<file path="config.mk">
export PLATFORM = sky130hd
export DESIGN_NAME = html_entity_decoder
export DESIGN_NICKNAME = d
export VERILOG_FILES = /design/src/rtl/hed_pkg.sv /design/src/rtl/html_entity_decoder.sv
export SDC_FILE = /design/constraint.sdc
export NUM_CORES = 1
export LEC_CHECK = 0
export ABC_AREA = 1
export BUFFER_PORTS_ARGS = -buffer_cell sky130_fd_sc_hd__buf_2
export CORE_AREA = 4 4 202 145
export DETAILED_ROUTE_END_ITERATION = 8
export DIE_AREA = 0 0 206 149
export RECOVER_POWER = 50
export SLEW_MARGIN = 20
export SYNTH_ARGS = -nofsm -noshare
export SYNTH_HDL_FRONTEND = slang
export SYNTH_SLANG_ARGS = --single-unit
</file>
<file path="constraint.sdc">
create_clock -name clk_i -period 7.2 [get_ports clk_i]
set_input_delay 0.36 -clock clk_i [delete_from_list [all_inputs] [get_ports clk_i]]
set_output_delay 0.36 -clock clk_i [all_outputs]
set_load 0.01 [all_outputs]
</file>
<file path="src/rtl/hed_pkg.sv">
package hed_pkg;

  localparam int unsigned MAX_ENTITY_SPAN = 10;
  localparam int unsigned IDX_W = $clog2(MAX_ENTITY_SPAN + 1);
  localparam int unsigned CP_W = 21;
  localparam int unsigned ACC_W = CP_W + 4;

  localparam logic [7:0] CH_AMP   = 8'h26;
  localparam logic [7:0] CH_SEMI  = 8'h3B;
  localparam logic [7:0] CH_HASH  = 8'h23;
  localparam logic [7:0] CH_PLUS  = 8'h2B;
  localparam logic [7:0] CH_MINUS = 8'h2D;
  localparam logic [7:0] CH_ZERO  = 8'h30;
  localparam logic [7:0] CH_LX    = 8'h78;
  localparam logic [7:0] CH_UX    = 8'h58;
  localparam logic [7:0] CH_LT    = 8'h3C;
  localparam logic [7:0] CH_GT    = 8'h3E;
  localparam logic [7:0] CH_QUOT  = 8'h22;
  localparam logic [7:0] CH_APOS  = 8'h27;
  localparam logic [7:0] CH_SPACE = 8'h20;

  localparam logic [CP_W-1:0] CP_MAX     = 21'h10FFFF;
  localparam logic [CP_W-1:0] CP_SAT     = 21'h110000;
  localparam logic [CP_W-1:0] CP_SUR_LO  = 21'h00D800;
  localparam logic [CP_W-1:0] CP_SUR_HI  = 21'h00DFFF;

  typedef enum logic [3:0] {
    S_IDLE, S_BYTE, S_CLOSE, S_WS, S_SGN, S_PFX0, S_PFX1, S_PFX2,
    S_DIG, S_CHK, S_UTF, S_RAW, S_OVF, S_FLUSH, S_FIN
  } state_e;

  function automatic logic is_ws(input logic [7:0] c);
    return (c == CH_SPACE) || (c >= 8'h09 && c <= 8'h0D);
  endfunction

  // {valid, value}
  function automatic logic [4:0] digit_val(input logic [7:0] c, input logic hex);
    logic [4:0] r;
    r = '0;
    if (c >= 8'h30 && c <= 8'h39) r = {1'b1, 4'(c - 8'h30)};
    else if (hex && c >= 8'h61 && c <= 8'h66) r = {1'b1, 4'(c - 8'h57)};
    else if (hex && c >= 8'h41 && c <= 8'h46) r = {1'b1, 4'(c - 8'h37)};
    return r;
  endfunction

  // n is byte count minus one, k the byte position
  function automatic logic [7:0] utf8_byte(input logic [CP_W-1:0] cp,
                                           input logic [1:0] n, input logic [1:0] k);
    logic [7:0] r;
    r = '0;
    if (k == 2'd0) begin
      case (n)
        2'd0: r = {1'b0, cp[6:0]};
        2'd1: r = {3'b110, cp[10:6]};
        2'd2: r = {4'b1110, cp[15:12]};
        default: r = {5'b11110, cp[20:18]};
      endcase
    end else begin
      case (2'(n - k))
        2'd0: r = {2'b10, cp[5:0]};
        2'd1: r = {2'b10, cp[11:6]};
        default: r = {2'b10, cp[17:12]};
      endcase
    end
    return r;
  endfunction

endpackage

</file>
<file path="src/rtl/html_entity_decoder.sv">
// HTML entity decoder, one text byte per input transaction.
// Input channel: in_valid_i/in_ready_o with in_byte_i and end_of_text_i.
// Output channel: out_valid_o/out_ready_i with out_byte_o, run_last_o
// (last byte caused by an input transaction) and text_done_o (last byte of
// the text). An input transaction may cause no output at all.
// A single sequencer handles one transaction at a time over a shared byte
// read port of the entity buffer; in_ready_o is high only while it is idle.
// A byte taken into an open entity with room is only stored in the entity
// buffer. A plain byte or a named entity gives one output byte. An entity sent
// back raw, or bytes flushed at end of text, go out one byte at a time. A
// numeric entity is scanned one character at a time, then sent as UTF-8 bytes.
// An entity that runs too long is rescanned at one buffered byte per cycle
// while the receiver does not stall, then flushed if the text ends.
// Output bytes go through a one-byte hold stage and the output register; a
// held byte moves on when the next byte is produced or its transaction ends.
// A stalled receiver holds the sequencer at its next output byte; the
// output register keeps its transaction until taken.
// Reset empties the entity buffer and the output stage.
module html_entity_decoder
  import hed_pkg::*;
(
  input  logic       clk_i,
  input  logic       rst_ni,
  input  logic       in_valid_i,
  output logic       in_ready_o,
  input  logic [7:0] in_byte_i,
  input  logic       end_of_text_i,
  output logic       out_valid_o,
  input  logic       out_ready_i,
  output logic [7:0] out_byte_o,
  output logic       run_last_o,
  output logic       text_done_o
);

  state_e state_q, state_d;
  logic [7:0] ent_q [MAX_ENTITY_SPAN];
  logic [IDX_W-1:0] fill_q, fill_d, idx_q, idx_d;
  logic [7:0] b_q, b_d;
  logic last_q, last_d;
  logic [CP_W-1:0] v_q, v_d;
  logic neg_q, neg_d, hex_q, hex_d;
  logic [1:0] un_q, un_d;
  logic pend_valid_q, pend_valid_d;
  logic [7:0] pend_byte_q, pend_byte_d;
  logic out_valid_q, run_last_q, text_done_q;
  logic [7:0] out_byte_q;

  logic wr_en;
  logic [IDX_W-1:0] wr_addr;
  logic [7:0] wr_data, cur, emit_byte, named_byte;
  logic emit_req, emit_fire, can_emit, out_free, fin_push, load_out, named;
  logic [4:0] dv;
  logic [ACC_W-1:0] acc;

  assign out_free  = !out_valid_q || out_ready_i;
  assign can_emit  = !pend_valid_q || out_free;
  assign emit_fire = emit_req && can_emit;
  assign load_out  = (emit_fire && pend_valid_q) || fin_push;
  assign in_ready_o = (state_q == S_IDLE);
  assign cur = (idx_q < IDX_W'(MAX_ENTITY_SPAN)) ? ent_q[idx_q] : b_q;
  assign dv = digit_val(cur, hex_q);

  always_comb begin
    acc = hex_q ? {v_q, 4'h0} : (ACC_W'({v_q, 3'b000}) + ACC_W'({v_q, 1'b0}));
    acc = acc + ACC_W'(dv[3:0]);
  end

  always_comb begin
    named = 1'b1;
    named_byte = CH_AMP;
    if (fill_q == IDX_W'(4) && ent_q[1] == "a" && ent_q[2] == "m" && ent_q[3] == "p")
      named_byte = CH_AMP;
    else if (fill_q == IDX_W'(3) && ent_q[1] == "l" && ent_q[2] == "t")
      named_byte = CH_LT;
    else if (fill_q == IDX_W'(3) && ent_q[1] == "g" && ent_q[2] == "t")
      named_byte = CH_GT;
    else if (fill_q == IDX_W'(5) && ent_q[1] == "q" && ent_q[2] == "u" &&
             ent_q[3] == "o" && ent_q[4] == "t")
      named_byte = CH_QUOT;
    else if (fill_q == IDX_W'(4) && ent_q[1] == "#" && ent_q[2] == "3" && ent_q[3] == "9")
      named_byte = CH_APOS;
    else if (fill_q == IDX_W'(5) && ent_q[1] == "a" && ent_q[2] == "p" &&
             ent_q[3] == "o" && ent_q[4] == "s")
      named_byte = CH_APOS;
    else if (fill_q == IDX_W'(5) && ent_q[1] == "n" && ent_q[2] == "b" &&
             ent_q[3] == "s" && ent_q[4] == "p")
      named_byte = CH_SPACE;
    else
      named = 1'b0;
  end

  always_comb begin
    state_d = state_q;
    fill_d = fill_q;
    idx_d = idx_q;
    b_d = b_q;
    last_d = last_q;
    v_d = v_q;
    neg_d = neg_q;
    hex_d = hex_q;
    un_d = un_q;
    wr_en = 1'b0;
    wr_addr = fill_q;
    wr_data = cur;
    emit_req = 1'b0;
    emit_byte = cur;
    fin_push = 1'b0;
    unique case (state_q)
      S_IDLE: begin
        if (in_valid_i) begin
          b_d = in_byte_i;
          last_d = end_of_text_i;
          idx_d = '0;
          if (fill_q == '0) begin
            if (in_byte_i != CH_AMP) begin
              state_d = S_BYTE;
            end else begin
              wr_en = 1'b1;
              wr_data = in_byte_i;
              fill_d = IDX_W'(1);
              state_d = end_of_text_i ? S_FLUSH : S_IDLE;
            end
          end else if (in_byte_i == CH_SEMI) begin
            state_d = S_CLOSE;
          end else if (fill_q < IDX_W'(MAX_ENTITY_SPAN)) begin
            wr_en = 1'b1;
            wr_data = in_byte_i;
            fill_d = fill_q + 1'b1;
            state_d = end_of_text_i ? S_FLUSH : S_IDLE;
          end else begin
            fill_d = '0;
            state_d = S_OVF;
          end
        end
      end
      S_BYTE: begin
        emit_req = 1'b1;
        emit_byte = b_q;
        if (can_emit) state_d = S_FIN;
      end
      S_CLOSE: begin
        hex_d = (ent_q[2] == CH_LX) || (ent_q[2] == CH_UX);
        v_d = '0;
        neg_d = 1'b0;
        if (named) begin
          emit_req = 1'b1;
          emit_byte = named_byte;
          if (can_emit) begin
            fill_d = '0;
            state_d = S_FIN;
          end
        end else if (fill_q >= IDX_W'(3) && ent_q[1] == CH_HASH) begin
          idx_d = hex_d ? IDX_W'(3) : IDX_W'(2);
          state_d = S_WS;
        end else begin
          idx_d = '0;
          state_d = S_RAW;
        end
      end
      S_WS: begin
        if (idx_q < fill_q && is_ws(cur)) idx_d = idx_q + 1'b1;
        else state_d = S_SGN;
      end
      S_SGN: begin
        if (idx_q < fill_q && (cur == CH_PLUS || cur == CH_MINUS)) begin
          neg_d = (cur == CH_MINUS);
          idx_d = idx_q + 1'b1;
        end
        state_d = hex_q ? S_PFX0 : S_DIG;
      end
      S_PFX0: begin
        if ((5'(idx_q) + 5'd2) < 5'(fill_q) && cur == CH_ZERO) begin
          idx_d = idx_q + 1'b1;
          state_d = S_PFX1;
        end else begin
          state_d = S_DIG;
        end
      end
      S_PFX1: begin
        if (cur == CH_LX || cur == CH_UX) begin
          idx_d = idx_q + 1'b1;
          state_d = S_PFX2;
        end else begin
          state_d = S_DIG;
        end
      end
      S_PFX2: begin
        state_d = dv[4] ? S_DIG : S_CHK;
      end
      S_DIG: begin
        if (idx_q < fill_q && dv[4]) begin
          v_d = (acc > ACC_W'(CP_MAX)) ? CP_SAT : acc[CP_W-1:0];
          idx_d = idx_q + 1'b1;
        end else begin
          state_d = S_CHK;
        end
      end
      S_CHK: begin
        idx_d = '0;
        if (!neg_q && v_q != '0 && v_q <= CP_MAX && !(v_q >= CP_SUR_LO && v_q <= CP_SUR_HI)) begin
          if (v_q < 21'h80) un_d = 2'd0;
          else if (v_q < 21'h800) un_d = 2'd1;
          else if (v_q < 21'h10000) un_d = 2'd2;
          else un_d = 2'd3;
          state_d = S_UTF;
        end else begin
          state_d = S_RAW;
        end
      end
      S_UTF: begin
        emit_req = 1'b1;
        emit_byte = utf8_byte(v_q, un_q, idx_q[1:0]);
        if (can_emit) begin
          if (idx_q[1:0] == un_q) begin
            fill_d = '0;
            state_d = S_FIN;
          end else begin
            idx_d = idx_q + 1'b1;
          end
        end
      end
      S_RAW: begin
        emit_req = 1'b1;
        emit_byte = (idx_q < fill_q) ? cur : CH_SEMI;
        if (can_emit) begin
          if (idx_q == fill_q) begin
            fill_d = '0;
            state_d = S_FIN;
          end else begin
            idx_d = idx_q + 1'b1;
          end
        end
      end
      S_OVF: begin
        if (idx_q == '0) begin
          emit_req = 1'b1;
          if (can_emit) idx_d = idx_q + 1'b1;
        end else begin
          if (fill_q == '0 && cur != CH_AMP) begin
            emit_req = 1'b1;
          end else begin
            wr_en = 1'b1;
            fill_d = fill_q + 1'b1;
          end
          if (!emit_req || can_emit) begin
            if (idx_q == IDX_W'(MAX_ENTITY_SPAN)) begin
              idx_d = '0;
              state_d = last_q ? S_FLUSH : S_FIN;
            end else begin
              idx_d = idx_q + 1'b1;
            end
          end
        end
      end
      S_FLUSH: begin
        if (idx_q < fill_q) begin
          emit_req = 1'b1;
          if (can_emit) idx_d = idx_q + 1'b1;
        end else begin
          fill_d = '0;
          state_d = S_FIN;
        end
      end
      S_FIN: begin
        if (!pend_valid_q) begin
          state_d = S_IDLE;
        end else if (out_free) begin
          fin_push = 1'b1;
          state_d = S_IDLE;
        end
      end
      default: state_d = S_IDLE;
    endcase
  end

  always_comb begin
    pend_valid_d = pend_valid_q;
    pend_byte_d = pend_byte_q;
    if (emit_fire) begin
      pend_valid_d = 1'b1;
      pend_byte_d = emit_byte;
    end else if (fin_push) begin
      pend_valid_d = 1'b0;
    end
  end

  always_ff @(posedge clk_i or negedge rst_ni) begin
    if (!rst_ni) begin
      state_q <= S_IDLE;
      fill_q <= '0;
      pend_valid_q <= 1'b0;
      out_valid_q <= 1'b0;
    end else begin
      state_q <= state_d;
      fill_q <= fill_d;
      pend_valid_q <= pend_valid_d;
      if (load_out) out_valid_q <= 1'b1;
      else if (out_ready_i) out_valid_q <= 1'b0;
    end
  end

  always_ff @(posedge clk_i) begin
    idx_q <= idx_d;
    b_q <= b_d;
    last_q <= last_d;
    v_q <= v_d;
    neg_q <= neg_d;
    hex_q <= hex_d;
    un_q <= un_d;
    pend_byte_q <= pend_byte_d;
    if (wr_en) ent_q[wr_addr] <= wr_data;
    if (load_out) begin
      out_byte_q <= pend_byte_q;
      run_last_q <= fin_push;
      text_done_q <= fin_push && last_q;
    end
  end

  assign out_valid_o = out_valid_q;
  assign out_byte_o  = out_byte_q;
  assign run_last_o  = run_last_q;
  assign text_done_o = text_done_q;

  a_idle_pend_empty: assert property (@(posedge clk_i) disable iff (!rst_ni)
    in_ready_o |-> !pend_valid_q) else $error("hold stage busy while idle");

  a_fill_bound: assert property (@(posedge clk_i) disable iff (!rst_ni)
    fill_q <= IDX_W'(MAX_ENTITY_SPAN)) else $error("entity fill out of range");

  a_done_is_last: assert property (@(posedge clk_i) disable iff (!rst_ni)
    (out_valid_o && text_done_o) |-> run_last_o) else $error("text_done without run_last");

  a_text_end_empties: assert property (@(posedge clk_i) disable iff (!rst_ni)
    (load_out && fin_push && last_q) |=> (fill_q == '0)) else $error("entity held past text end");

endmodule

</file>
After elaboration in Yosys (flattened, before gate mapping)
Memory sizes are Yosys's and may differ from the RTL's. A register that Yosys moved wholly into a read port is not among the register bits.
Cells that the tools add are included.
- output and inout bits: 12
- input port bits: 13
- memories kept: 1
- register bits: 66
- word-level logic and storage cells: 327
- memory bits (writable): 80
- order comparisons: 20
- muxes and demuxes: 125
- reduce and logical (&&, ||, !) cells: 76
- add/sub/neg operators: 9
- equal/unequal tests: 80
- memory list (name ; depth ; width ; read ports ; clocked after Yosys merged registers in ; wr ports ; RTL line ; text):
    ent_q ; 10 ; 8 ; 5 ; 1 ; 1 ; html_entity_decoder.sv:36 ; logic [7:0] ent_q [MAX_ENTITY_SPAN];
- operators with widths (operator ; number):
    two-way mux 4 bit ; 55
    == test 8 x 7 -> 1 bit (second input constant) ; 20
    two-way mux 8 bit ; 10
    == test 8 x 6 -> 1 bit (second input constant) ; 8
    one-hot mux 4 bit (15 select lines) ; 1
    one-hot mux 4 bit (12 select lines) ; 1
    inequality test 2 bit (second input constant) ; 23
    two-way mux 21 bit ; 2
    one-hot mux 21 bit (2 select lines) ; 1
    logical AND 1 bit ; 41
    two-way mux 1 bit ; 35
    == test 4 bit (second input constant) ; 8
    one-hot mux 8 bit (4 select lines) ; 1
    two-way mux 5 bit ; 6
    adder 24 x 22 -> 25 bit ; 1
    adder 25 x 4 -> 25 bit ; 1
    > comparator 25 x 21 -> 1 bit (second input constant) ; 1
    two-way mux 25 bit ; 1
    == test 4 x 3 -> 1 bit (second input constant) ; 6
    one-hot mux 4 bit (6 select lines) ; 1
    one-hot mux 8 bit (3 select lines) ; 1
    greater-or-equal comparator 21 x 16 -> 1 bit (second input constant) ; 1
    less-or-equal comparator 21 x 16 -> 1 bit (second input constant) ; 1
    less-or-equal comparator 21 bit (second input constant) ; 1
    45 further kinds ; 83

Longest topological paths before layout
An unclocked memory read counts as a cell.
- depth after elaboration: 19
- mapped depth: 40
- mapped depth without buffers: 38

Least setup slack after synthesis
Ideal clock, no wire load.
- kind: reg-to-reg
- start: register idx_q[1]
- end: register v_q[0], data pin
- stages on the path, launching flop included: 34
- clock period less this slack: 4521 ps
- data arrival time: 4260 ps
- setup slack: 2679 ps
- cells stage by stage: edfxtp_1 -> inv_1 -> a21oi_4 -> inv_2 -> buf_6 -> o21ai_1 -> inv_1 -> ha_1 -> nand2_1 -> nor2_1 -> nor2_1 -> nand3_2 -> nand2_2 -> o21ai_0 -> a21oi_1 -> fa_1 -> nand2_1 -> a21oi_2 -> nand2_2 -> nor2_2 -> nand2_2 -> nor2_4 -> nand3_2 -> nor2_4 -> nand2_1 -> nand2_1 -> nand2_2 -> nand2_1 -> inv_2 -> nand2_2 -> nand2_4 -> nand3_4 -> buf_12 -> nor2_4
- word-level cells in the longest chain between the ends: 13
- ends and longest elaborated chain (element ; RTL line ; text):
    from (decl) ; html_entity_decoder.sv:37 ; logic [IDX_W-1:0] fill_q, fill_d, idx_q, idx_d;
    from (signal assigned) ; html_entity_decoder.sv:303 ; idx_q <= idx_d;
    < comparator 4 bit * ; html_entity_decoder.sv:60 ; assign cur = (idx_q < IDX_W'(MAX_ENTITY_SPAN)) ? ent_q[idx_q] : b_q;
    two-way mux 8 bit * ; html_entity_decoder.sv:60 ;
    greater-or-equal comparator 8 x 7 -> 1 bit ; hed_pkg.sv:42 ; else if (hex && c >= 8'h41 && c <= 8'h46) r = {1'b1, 4'(c - 8'h37)};
    logical AND 1 bit (2 in series) ; hed_pkg.sv:42 ;
    two-way mux 5 bit ; hed_pkg.sv:42 ;
    two-way mux 5 bit ; hed_pkg.sv:41 ; else if (hex && c >= 8'h61 && c <= 8'h66) r = {1'b1, 4'(c - 8'h57)};
    two-way mux 5 bit * ; hed_pkg.sv:40 ; if (c >= 8'h30 && c <= 8'h39) r = {1'b1, 4'(c - 8'h30)};
    adder 25 x 4 -> 25 bit * ; html_entity_decoder.sv:65 ; acc = acc + ACC_W'(dv[3:0]);
    > comparator 25 x 21 -> 1 bit ; html_entity_decoder.sv:192 ; v_d = (acc > ACC_W'(CP_MAX)) ? CP_SAT : acc[CP_W-1:0];
    two-way mux 21 bit * ; html_entity_decoder.sv:192 ;
    two-way mux 21 bit * ; html_entity_decoder.sv:191 ; if (idx_q < fill_q && dv[4]) begin
    one-hot mux 21 bit (2 select lines) * ; html_entity_decoder.sv:108 ; unique case (state_q)
    to (signal assigned) ; html_entity_decoder.sv:306 ; v_q <= v_d;
    to (decl) ; html_entity_decoder.sv:40 ; logic [CP_W-1:0] v_q, v_d;
Mark *: on every way between the ends. The rest lies on a longest branch, timed or not. The select of a mux whose other input is x is not followed.
A chain may end at the register's enable or synchronous reset.

==> flow_summary.toml <==
[status]
outcome = "complete, but fails checks"
violations = "capacitance limit, slew limit"

[critical_path]
cp_slowest_cell = "o21ai_0"
cp.arrival_ps = 6500
worstSetupPathType = "register to register"
cp_max_fo = 18
critPathRequiredTime_ps = 7490
crit_path_start_kind = "register"
worst_path_most_repeated_cell = "nand2_1"
cp-end-kind = "register"
cp_slowest_stage_delay_ps = 880

[clocking]
ctsHtreeMaxLevel = 4
holdBufCountCts = 1
cts_inserted_buffers = 17
cts_tree = "done"
ctsLongestPathBuffers = 2
clk_latency_ps = 450
clk_pin_slew_ps = 80
cts_root_buffer = "clkbuf_16"
postCtsResizedCells = 0
postCtsSetupBuffers = 0
clock_sinks = 198

[pwr]
total_power_mw = 6.643
power.leakage_nw = 5.960
irDropWorstVdd_v = 0.0002391
power.density_mw_per_mm2 = 467.4

[finish]
nets = 1736
diodes = 0
layout-drive-gt1-share_pct = 9.538
syn_to_final_growth_pct = 7.566
utilization_pct = 51.80

[floorplan]
initial_core_util_pct = 48.15
die_h_um = 149
die_w_um = 206
coreArea_mm2 = 0.02744
ios = 25
rows = 51
die_area_mm2 = 0.03069

[logic_synthesis]
postSynthNetCount = 1717
synth_warnings = 0
syn-cell-area_mm2 = 0.01321
yosys.area.top_type = "edfxtp_1"
netlist.area_leader.share_pct = 41.82
synth.top_cells.by_area = "edfxtp_1 (42%), nand2_1 (13%), nand3_1 (7.0%), inv_1 (5.4%), nor2_1 (4.4%)"
async_flop_share_pct = 5.051
ys_seq_elements = 198
ys.flop_type = "edfxtp_1"
synthCells = 1656
synth.avg_cell_area_um2 = 7.979
ys_types = 62
synth-edff-count = 184
ys_seq_area_share_pct = 44.32

[min_path]
hp-class = "input pin to register"

[sta]
fmax_mhz = 160.9
finalClockSkew_ps = 8.364
worst_pin_slew_ps = 2771
fin_ws_ps = 984.5
min_period_ps = 6215
hold_violations = 0
setup_viol = 0
relSlewSlack_pct = -86.67
finalCritPeriodShare_pct = 86.33
whs_ps = 144.5
rsz0062_at_grt = "false"
drv_slew = 68
fin_tns_setup_ps = 0

[placed_design]
dpl_worst_slack_ps = 1588
dp_hpwl_um = 33330
gp_congestion = 0.9818
portBuffers = 24

[route]
ant_nets = 0
via_per_inst = 5.742
drt-initial-drc-count = 1573
wirelength_um = 42900
wire_per_inst_um = 20.83
drt_first_pass_iters = 6
num_vias = 11820
drc_errors = 0

[flow_run]
drv_cap = 4

[global_routing]
grt_pass1_vias = 10570
grt_usage_pct = 28.27
grt_pass1_wl_um = 64600
grt_start_max_net_pins = 69
grt_overflow = 0
antenna_found_initial = 1
## cell usage in the layout, fill, tap and decap left out, types with 5 or more instances in the layout
cell type	count
nand3b_1	5
a221oi_1	6
nand3_1	186
o21ai_2	5
inv_1	191
o21ai_0	57
nor2_1	155
clkbuf_16	17
nand2_1	467
edfxtp_1	184
buf_4	6
dfrtp_1	10
nand4_1	40
o22ai_1	17
inv_6	5
nor2_4	20
clkbuf_1	27
or2_2	8
ha_1	46
nand2_2	29
nor2_2	12
nand3_2	14
xor2_1	11
nor3_1	14
nor4_1	16
a21oi_1	42
clkinv_8	6
o211ai_1	8
inv_2	19
## critical path: cells and delay by family, from the launching register on
family                   cells  cell delay (ps)
adder cells (fa/ha/maj)      1              190
flip-flops                   1              710
buffers and inverters        3              920
AND/OR/NAND/NOR             21             2820
AO/OA/AOI/OAI                4             1380
## kinds of logic after synthesis
kind of cell	after synthesis	share of synthesized area, %
simple gates	981	34.38
buf+inv	249	7.907
flops	198	44.32
compound gates	167	7.879
fa+ha+maj	48	4.659
xor+xnor	13	0.8617
## flip-flops by register name, summed over array words and instances, names as in the netlist, named ones only
signal	flops
run_last_o	1
pend_valid_q	1
hex_q	1
fill_q	4
out_valid_o	1
idx_q	4
text_done_o	1
neg_q	1
b_q	8
ent_q	128
v_q	21
out_byte_o	8
un_q	2
last_q	1
pend_byte_q	8
state_q	4
## synth_stat cells, types with 12 or more instances
cell type    n
nor2_4      20
nand3_2     14
nand2_2     29
inv_2       21
nor2_1     155
o21ai_0     56
inv_1      189
buf_2       17
nand4_1     40
nand3_1    186
o22ai_1     17
nor3_1      14
nand2_1    467
nor4_1      16
nor2_2      12
edfxtp_1   184
a21oi_1     41
ha_1        46
## report_power, final
part | switching [mW] | internal, mW
Clock | 0.507 | 0.506
Sequential | 0.191 | 1.80
Combinational | 2.73 | 0.911
Total | 3.43 | 3.22
## final timing paths
kind	start	to	slack [ps]	cells after the start
min reg2reg	pend_byte_q[2]	out_byte_o[2]	420	0
min	in_byte_i[6]	b_q[6]	140	1
max reg2reg	register	v_q[9]	980	29
min in group asynchronous	rst_ni	fill_q[1]	510	2
max	register	v_q[9]	980	29
max in group asynchronous	rst_ni	fill_q[2]	6200	2
## cell type report
class                      count  area, um^2
fill                        2679       13230
multi-input combinational   1209        6297
sequential                   198        5856
inverter                     212       795.8
tap                          371       464.2
clock buffer                  17       425.4
clock inverter                15       202.7
timing repair buffer          37       171.4
## through the flow
step | area (um^2) | std cells
5_1_grt | 14210 | 2059
2_1_floorplan | 13210 | 1656
3_3_place_gp | 13660 | 2026
4_1_cts | 14300 | 2059
6_report | 14210 | 2059
3_5_place_dp | 13660 | 2026
## routing by layer
layer / track usage [%] / part of all wire [%]
met5: 0 / 0.016
met2: 31.16 / 34
met3: 12.45 / 16
met4: 4.355 / 0.63
met1: 48.58 / 50
Note: power is estimated with default switching activity, not from simulation.
